--- src/hw/rtl/irlt_pkg.sv ---
// shared types and codes for the interval range lookup table
// no dependencies; imported by irlt_scan and interval_range_lookup_table
package irlt_pkg;

   localparam int ADDR_W   = 64;
   localparam int HANDLE_W = 32;
   localparam int STATUS_W = 3;

   // request opcodes
   localparam logic OP_INSERT = 1'b0;
   localparam logic OP_FIND   = 1'b1;

   // response status codes
   localparam logic [STATUS_W-1:0] ST_INSERTED  = 3'd0;
   localparam logic [STATUS_W-1:0] ST_DUPLICATE = 3'd1;
   localparam logic [STATUS_W-1:0] ST_FULL      = 3'd2;
   localparam logic [STATUS_W-1:0] ST_FOUND     = 3'd3;
   localparam logic [STATUS_W-1:0] ST_NOTFOUND  = 3'd4;

   // one stored interval
   typedef struct packed {
      logic [ADDR_W-1:0]   start;
      logic [ADDR_W-1:0]   size;
      logic [HANDLE_W-1:0] handle;
   } entry_type;

   localparam int ENTRY_W = $bits(entry_type);

   // control from the sequencer to the scan unit
   typedef struct packed {
      logic clear;    // start of a new item
      logic data_vld; // ram read data holds an entry to evaluate
      logic find;     // evaluate as a find, else as a duplicate check
   } scan_ctl_type;

endpackage

--- src/hw/rtl/irlt_ram.sv ---
// generic simple dual-port ram, one write port and one registered read port
// no dependencies
module irlt_ram #(
   parameter int WIDTH = 160,
   parameter int DEPTH = 16
) (
   input  logic                                   clock,
   input  logic                                   wr_en,
   input  logic [((DEPTH > 1) ? $clog2(DEPTH) : 1)-1:0] wr_addr,
   input  logic [WIDTH-1:0]                       wr_data,
   input  logic                                   rd_en,
   input  logic [((DEPTH > 1) ? $clog2(DEPTH) : 1)-1:0] rd_addr,
   output logic [WIDTH-1:0]                       rd_data
);

   logic [WIDTH-1:0] mem_ff [DEPTH];
   logic [WIDTH-1:0] rd_data_ff;

   always_ff @(posedge clock) begin
      if (wr_en) begin
         mem_ff[wr_addr] <= wr_data;
      end
      if (rd_en) begin
         rd_data_ff <= mem_ff[rd_addr];
      end
   end

   assign rd_data = rd_data_ff;

endmodule

--- src/hw/rtl/irlt_scan.sv ---
// scan unit: evaluates one stored entry per cycle against the current item
// depends on irlt_pkg
module irlt_scan
   import irlt_pkg::*;
(
   input  logic                clock,
   input  logic                reset,
   input  scan_ctl_type        ctl,
   input  logic [ADDR_W-1:0]   key,
   input  logic [ADDR_W-1:0]   size,
   input  entry_type           rd_data,
   output logic                hit,
   output logic [HANDLE_W-1:0] best_handle
);

   logic                hit_ff, hit_in;
   logic [ADDR_W-1:0]   best_start_ff, best_start_in;
   logic [ADDR_W-1:0]   best_size_ff, best_size_in;
   logic [HANDLE_W-1:0] best_handle_ff, best_handle_in;
   logic                covers;
   logic                ahead;
   logic                dup;

   // end is start+size at 65 bits, so test the offset instead
   assign covers = (key >= rd_data.start) && ((key - rd_data.start) <= rd_data.size);
   assign ahead  = !hit_ff || (rd_data.start < best_start_ff) ||
                   ((rd_data.start == best_start_ff) && (rd_data.size < best_size_ff));
   assign dup    = (rd_data.start == key) && (rd_data.size == size);

   always_comb begin
      hit_in         = hit_ff;
      best_start_in  = best_start_ff;
      best_size_in   = best_size_ff;
      best_handle_in = best_handle_ff;
      if (ctl.clear) begin
         hit_in = 1'b0;
      end else if (ctl.data_vld) begin
         if (ctl.find) begin
            if (covers && ahead) begin
               hit_in         = 1'b1;
               best_start_in  = rd_data.start;
               best_size_in   = rd_data.size;
               best_handle_in = rd_data.handle;
            end
         end else if (dup) begin
            hit_in = 1'b1;
         end
      end
   end

   always_ff @(posedge clock) begin
      if (reset) begin
         hit_ff <= 1'b0;
      end else begin
         hit_ff <= hit_in;
      end
      best_start_ff  <= best_start_in;
      best_size_ff   <= best_size_in;
      best_handle_ff <= best_handle_in;
   end

   assign hit         = hit_ff;
   assign best_handle = best_handle_ff;

endmodule

--- src/hw/rtl/interval_range_lookup_table.sv ---
// interval range lookup table, top level
// each request scans all held entries, then its result is registered for the response
// throughput: one item at a time, one stored entry read per cycle from the entry ram
// so a new request beat is taken only once the previous result has left S_FIN
// reset: synchronous, clears the entry count and the control state; ram contents untouched
// depends on irlt_pkg, irlt_ram, irlt_scan
module interval_range_lookup_table
   import irlt_pkg::*;
#(
   parameter int CAPACITY = 16
) (
   input  logic                clock,
   input  logic                reset,
   input  logic                req_valid,
   output logic                req_ready,
   input  logic                req_opcode,
   input  logic [ADDR_W-1:0]   req_start_addr,
   input  logic [ADDR_W-1:0]   req_span_size,
   input  logic [HANDLE_W-1:0] req_handle_in,
   input  logic [ADDR_W-1:0]   req_query_addr,
   output logic                rsp_valid,
   input  logic                rsp_ready,
   output logic [STATUS_W-1:0] rsp_status,
   output logic [HANDLE_W-1:0] rsp_handle_out
);

   localparam int IW = (CAPACITY > 1) ? $clog2(CAPACITY) : 1;  // ram index width
   localparam int CW = $clog2(CAPACITY + 1);                   // count width

   // sequencer states
   localparam logic [1:0] S_IDLE = 2'd0;
   localparam logic [1:0] S_SCAN = 2'd1;
   localparam logic [1:0] S_FIN  = 2'd2;

   logic [1:0]          state_ff, state_in;
   logic                op_ff, op_in;
   logic [ADDR_W-1:0]   key_ff, key_in;      // insert start or find address
   logic [ADDR_W-1:0]   size_ff, size_in;
   logic [HANDLE_W-1:0] handle_ff, handle_in;
   logic [CW-1:0]       count_ff, count_in;
   logic [CW-1:0]       rd_idx_ff, rd_idx_in;
   logic                rd_vld_ff, rd_vld_in;
   logic                rsp_valid_ff, rsp_valid_in;
   logic [STATUS_W-1:0] rsp_status_ff, rsp_status_in;
   logic [HANDLE_W-1:0] rsp_handle_ff, rsp_handle_in;

   logic                req_beat;
   logic                issue;      // read of the next entry this cycle
   logic                fin_go;     // result leaves for the response register
   logic                room;
   logic                wr_en;
   logic [STATUS_W-1:0] fin_status;
   entry_type           wr_entry;
   entry_type           rd_entry;
   logic [ENTRY_W-1:0]  rd_bits;
   scan_ctl_type        scan_ctl;
   logic                scan_hit;
   logic [HANDLE_W-1:0] scan_handle;

   assign req_ready = (state_ff == S_IDLE);
   assign req_beat  = req_valid && req_ready;
   assign issue     = (state_ff == S_SCAN) && (rd_idx_ff < count_ff);
   assign fin_go    = (state_ff == S_FIN) && (!rsp_valid_ff || rsp_ready);
   assign room      = (count_ff < CW'(CAPACITY));

   // duplicates win over a full table; a miss reports zero handle
   always_comb begin
      if (op_ff == OP_FIND) begin
         fin_status = scan_hit ? ST_FOUND : ST_NOTFOUND;
      end else if (scan_hit) begin
         fin_status = ST_DUPLICATE;
      end else if (room) begin
         fin_status = ST_INSERTED;
      end else begin
         fin_status = ST_FULL;
      end
   end

   // new entry goes to the slot just past the filled ones, after the full scan,
   // so a write never overlaps a read of the same item
   assign wr_en           = fin_go && (op_ff == OP_INSERT) && !scan_hit && room;
   assign wr_entry.start  = key_ff;
   assign wr_entry.size   = size_ff;
   assign wr_entry.handle = handle_ff;

   irlt_ram #(
      .WIDTH (ENTRY_W),
      .DEPTH (CAPACITY)
   ) u_ram (
      .clock   (clock),
      .wr_en   (wr_en),
      .wr_addr (count_ff[IW-1:0]),
      .wr_data (wr_entry),
      .rd_en   (issue),
      .rd_addr (rd_idx_ff[IW-1:0]),
      .rd_data (rd_bits)
   );

   assign rd_entry = rd_bits;

   assign scan_ctl.clear    = req_beat;
   assign scan_ctl.data_vld = rd_vld_ff;
   assign scan_ctl.find     = (op_ff == OP_FIND);

   irlt_scan u_scan (
      .clock       (clock),
      .reset       (reset),
      .ctl         (scan_ctl),
      .key         (key_ff),
      .size        (size_ff),
      .rd_data     (rd_entry),
      .hit         (scan_hit),
      .best_handle (scan_handle)
   );

   always_comb begin
      state_in      = state_ff;
      op_in         = op_ff;
      key_in        = key_ff;
      size_in       = size_ff;
      handle_in     = handle_ff;
      count_in      = count_ff;
      rd_idx_in     = rd_idx_ff;
      rd_vld_in     = issue;
      rsp_valid_in  = rsp_valid_ff && !rsp_ready;
      rsp_status_in = rsp_status_ff;
      rsp_handle_in = rsp_handle_ff;
      unique case (state_ff)
         S_IDLE: begin
            if (req_beat) begin
               op_in     = req_opcode;
               key_in    = (req_opcode == OP_FIND) ? req_query_addr : req_start_addr;
               size_in   = req_span_size;
               handle_in = req_handle_in;
               rd_idx_in = '0;
               state_in  = S_SCAN;
            end
         end
         S_SCAN: begin
            if (issue) begin
               rd_idx_in = rd_idx_ff + CW'(1);
            end else if (!rd_vld_ff) begin
               // last entry evaluated
               state_in = S_FIN;
            end
         end
         S_FIN: begin
            if (fin_go) begin
               rsp_valid_in  = 1'b1;
               rsp_status_in = fin_status;
               rsp_handle_in = (fin_status == ST_FOUND) ? scan_handle : '0;
               if (wr_en) begin
                  count_in = count_ff + CW'(1);
               end
               state_in = S_IDLE;
            end
         end
         default: begin
            state_in = S_IDLE;
         end
      endcase
   end

   always_ff @(posedge clock) begin
      if (reset) begin
         state_ff     <= S_IDLE;
         count_ff     <= '0;
         rd_idx_ff    <= '0;
         rd_vld_ff    <= 1'b0;
         rsp_valid_ff <= 1'b0;
      end else begin
         state_ff     <= state_in;
         count_ff     <= count_in;
         rd_idx_ff    <= rd_idx_in;
         rd_vld_ff    <= rd_vld_in;
         rsp_valid_ff <= rsp_valid_in;
      end
      op_ff         <= op_in;
      key_ff        <= key_in;
      size_ff       <= size_in;
      handle_ff     <= handle_in;
      rsp_status_ff <= rsp_status_in;
      rsp_handle_ff <= rsp_handle_in;
   end

   assign rsp_valid      = rsp_valid_ff;
   assign rsp_status     = rsp_status_ff;
   assign rsp_handle_out = rsp_handle_ff;

`ifndef SYNTHESIS
   // the table never holds more than its capacity
   a_count_bound: assert property (@(posedge clock) disable iff (reset)
      count_ff <= CW'(CAPACITY))
      else $error("entry count beyond capacity");

   // reads only touch filled slots
   a_read_filled: assert property (@(posedge clock) disable iff (reset)
      issue |-> (rd_idx_ff < count_ff))
      else $error("read of an unfilled slot");

   // a new entry is written only at the end of a non-duplicate insert
   a_write_insert: assert property (@(posedge clock) disable iff (reset)
      wr_en |-> ((state_ff == S_FIN) && (op_ff == OP_INSERT) && !rd_vld_ff))
      else $error("entry write outside insert completion");

   // a successful insert grows the table by exactly one
   a_count_step: assert property (@(posedge clock) disable iff (reset)
      wr_en |=> (count_ff == $past(count_ff) + CW'(1)))
      else $error("entry count did not advance on insert");
`endif

endmodule
--- config.mk ---
export PLATFORM = sky130hd
export DESIGN_NAME = interval_range_lookup_table
export DESIGN_NICKNAME = d
export VERILOG_FILES = /design/src/hw/rtl/irlt_pkg.sv /design/src/hw/rtl/irlt_ram.sv /design/src/hw/rtl/irlt_scan.sv /design/src/hw/rtl/interval_range_lookup_table.sv
export SDC_FILE = /design/constraint.sdc
export NUM_CORES = 2
export LEC_CHECK = 0
export BUFFER_PORTS_ARGS = -buffer_cell sky130_fd_sc_hd__clkbuf_2
export CAP_MARGIN = 20
export CORE_MARGIN = 3
export CORE_UTILIZATION = 56
export DETAILED_ROUTE_END_ITERATION = 12
export HOLD_SLACK_MARGIN = 0.15
export PLACE_DENSITY = 0.75
export SETUP_SLACK_MARGIN = 0.4
export SLEW_MARGIN = 20
export SYNTH_ARGS = -nofsm -noshare
export SYNTH_HDL_FRONTEND = slang
export SYNTH_SLANG_ARGS = --single-unit
--- constraint.sdc ---
create_clock -name clock -period 15 [get_ports clock]
set_clock_uncertainty 0.05 [all_clocks]
set_input_delay 1.5 -clock clock [delete_from_list [all_inputs] [get_ports clock]]
set_output_delay 1.5 -clock clock [all_outputs]
set_load 0.1 [all_outputs]
==> out/results.ini <==
[power_and_ir_drop]
p_leak_nw=44.45
pwr-share-comb=0.025
p_clk_frac=0.420
pwr-share-seq=0.555
power_switching_mw=3.567
swShare=0.2031
peakVddDrop_mv=0.1135
power_density_nw_per_um2=127.8
intPower_mw=14.00

[synthesis]
ys_top_cells_by_area=edfxtp_1, mux4_2, ha_1
syn_nets=6196
syn_inst=5702
synthFlopType=edfxtp_1
synth_top_area_frac=0.7524
async_reset_ff_frac=0
postSynthAreaPerCell_sq_um=21.53
syn-cell-area_sq_um=122800
synth_seq_area_share=0.7549
synthTopCellsByCount=edfxtp_1, mux4_2, inv_1, ha_1, clkbuf_1
synth_cell_type_count=81
ys_ff_latch=3091
yosysWarnings=0
synth_edf_count=3076
yosys.area.top_type=edfxtp_1
yosysMostFrequentCell=edfxtp_1

[sta]
slew_headroom=0.2450
final_period_minus_worst_setup_slack_ps=8325
tns_ps=0
setup_ws_ps=6675
final_max_slew_viol_count=0
rsz0062_at_grt=no
timing.fmax_mhz=120.1
fin_crit_sh=0.5550
finalHoldViolations=0
setup_viol=0
worstMarginPinSlew_ps=1133
hold_ws_ps=366.5

[worst_setup_path]
cpPeakStageDelay_ps=840
rrSetupSlack_ps=6680
cp_max_fo=57
timing.rr.end=u_scan.best_start_ff[55]
crit_path_end_kind=register
arrival_ps=8790
r2r_cells=19
cp.required_ps=15470
r2r-start=key_ff[23]
critical_path_class=reg -> reg
critPathLaunchType=register
critPathSlowestCell=a2111oi_1
crit_end=u_scan.best_start_ff[55]
crit_start=key_ff[23]
worstPathCellList=ha_1 > nand4_2 > or3_4 > a2111oi_1 > o21ai_0 > a21boi_1 > a31oi_1 > xnor2_1 > ha_1 > nand4_1 > or4b_2 > nor3_1 > nand3_1 > o21a_1 > o31ai_1 > nand2_1 > a21oi_4 > buf_4 > buf_4

[floorplan]
dieHeight_um=474.2
row_count=171
dieArea_sq_um=224900
initial_core_util=0.5642
pin_count=266
dieWidth_um=474.2
coreArea_sq_um=217600

[clocking]
cts_tree=done
cts_made_buffers=317
ctsHoldBuffers=0
clk_path_buf_depth=4
clk_pin_slew_worst_paths_ps=60
post_cts_buffers=0
clockRootBuffer=clkbuf_16
htreeDepth=5
cts_resized=0
clk_latency_ps=940
cts.sink_count=3091

[layout]
final_cells=9236
final_nets=6659
synthToLayoutAreaGrowth_pct=11.99
drive_gt1_frac=0.2670

[route]
drc=0
drtPass1Iterations=6
dr.first_iter.drc_count=7381
wl_per_cell_um=32.65
vias_per_cell=6.587
postRouteAntennaNets=0
vias=60840
drt_wl_total_um=301600

[place]
gp_congestion=0.9221
port_buffers=265
place_ws_ps=6736
hpwl_um=163800
place_inst=8699

[global_routing]
antenna_found_initial=9
grt_use_total=0.2711
grt_overflow=0
grt_pass1_wl_um=436800
grt_max_degree=138
grt_pass1_vias=61760

[min_path]
hp-class=reg -> reg

[job]
maxCapViolations=0

[status]
status=complete, no violations

[power by group through the flow]
stage          registers, mW  logic, mW  clock network, mW
4_1_cts                 9.74      0.440               7.46
3_5_place_dp            9.93      0.435                  0
3_3_place_gp            9.91      0.431                  0
6_report                9.74      0.441               7.38
2_1_floorplan           9.89      0.253                  0
5_1_grt                 9.76      0.475               7.80
[worst min path at each step]
stage                      startpoint                endpoint  slack (ps)  cells past startpoint
floorplan            u_ram.rd_data[0]   u_scan.best_handle[0]         350                      0
detailed placement  u_ram.rd_data[11]  u_scan.best_handle[11]         350                      0
CTS                 u_ram.rd_data[12]  u_scan.best_handle[12]         370                      0
finish              u_ram.rd_data[21]  u_scan.best_handle[21]         370                      0
global placement    u_ram.rd_data[10]  u_scan.best_handle[10]         350                      0
global route        u_ram.rd_data[12]  u_scan.best_handle[12]         370                      0
[sequential cells by signal, indices dropped and copies added, names as in the netlist, 5 cells and up]
signal / count
rsp_handle_out: 32
rd_idx_ff: 5
u_scan.best_start_ff: 64
u_ram.rd_data: 160
u_ram.mem_ff: 2560
handle_ff: 32
size_ff: 64
key_ff: 64
u_scan.best_size_ff: 64
count_ff: 5
u_scan.best_handle: 32
[per-stage QoR]
stage / utilization / area [sq um] / power (mW)
final: 0.6318 / 137500 / 17.57
after global routing: 0.6318 / 137500 / 18.04
after CTS: 0.6317 / 137400 / 17.65
after detailed placement: 0.5878 / 127900 / 10.36
after global placement: 0.5877 / 127900 / 10.34
after floorplan: - / 122800 / 10.14
[logic make-up after synthesis]
family                   count (synthesis)  synth area share
multiplexers                           868            0.1530
XOR/XNOR                               117          0.008347
buffers and inverters                  519           0.01610
AND/OR/NAND/NOR                        425           0.01823
adder cells (fa/ha/maj)                265           0.02707
flip-flops                            3091            0.7549
AO/OA/AOI/OAI                          417           0.02242
[placed cells by master (no fill, tap or decap), types with 13 or more instances in the layout]
cell,n
buf_12,13
xor2_1,37
nor3_1,21
a31oi_1,17
nor2_1,76
and3_1,42
bufinv_16,18
clkinv_1,52
nand4_1,74
o21bai_1,14
xnor2_1,80
o21ai_0,62
inv_1,292
nand2_1,75
clkinv_2,55
a21o_1,93
mux4_2,800
clkbuf_2,264
nor2b_1,17
a21oi_1,124
ha_1,264
clkbuf_16,322
edfxtp_1,3076
nand3_1,35
mux2_2,64
buf_4,91
nor4_1,16
clkbuf_1,64
[critical path: cells and delay by family (launching register included)]
kind | cells | cell delay [ps]
AO/OA/AOI/OAI | 7 | 2540
XOR/XNOR | 1 | 150
buffers and inverters | 2 | 1530
adder cells (fa/ha/maj) | 2 | 960
AND/OR/NAND/NOR | 7 | 1940
flip-flops | 1 | 660
[area by class of cell]
cell class / instances / area [sq um]
Sequential cell: 3091 / 92680
Fill cell: 14040 / 80110
Multi-Input combinational cell: 2092 / 28270
Clock buffer: 390 / 8353
Tap cell: 2854 / 3571
Timing Repair Buffer: 369 / 2292
Clock inverter: 143 / 1185
Inverter: 294 / 1119
Antenna cell: 3 / 7.507
[per-layer routing]
metal	global-route usage	wire length, um	up-vias
li1	-	-	24590
met1	0.3780	115300	32130
met2	0.4381	148500	3499
met3	0.05014	26790	610
met4	0.09145	10970	8
met5	0	55	-
Power figures use the tool's default switching activity.
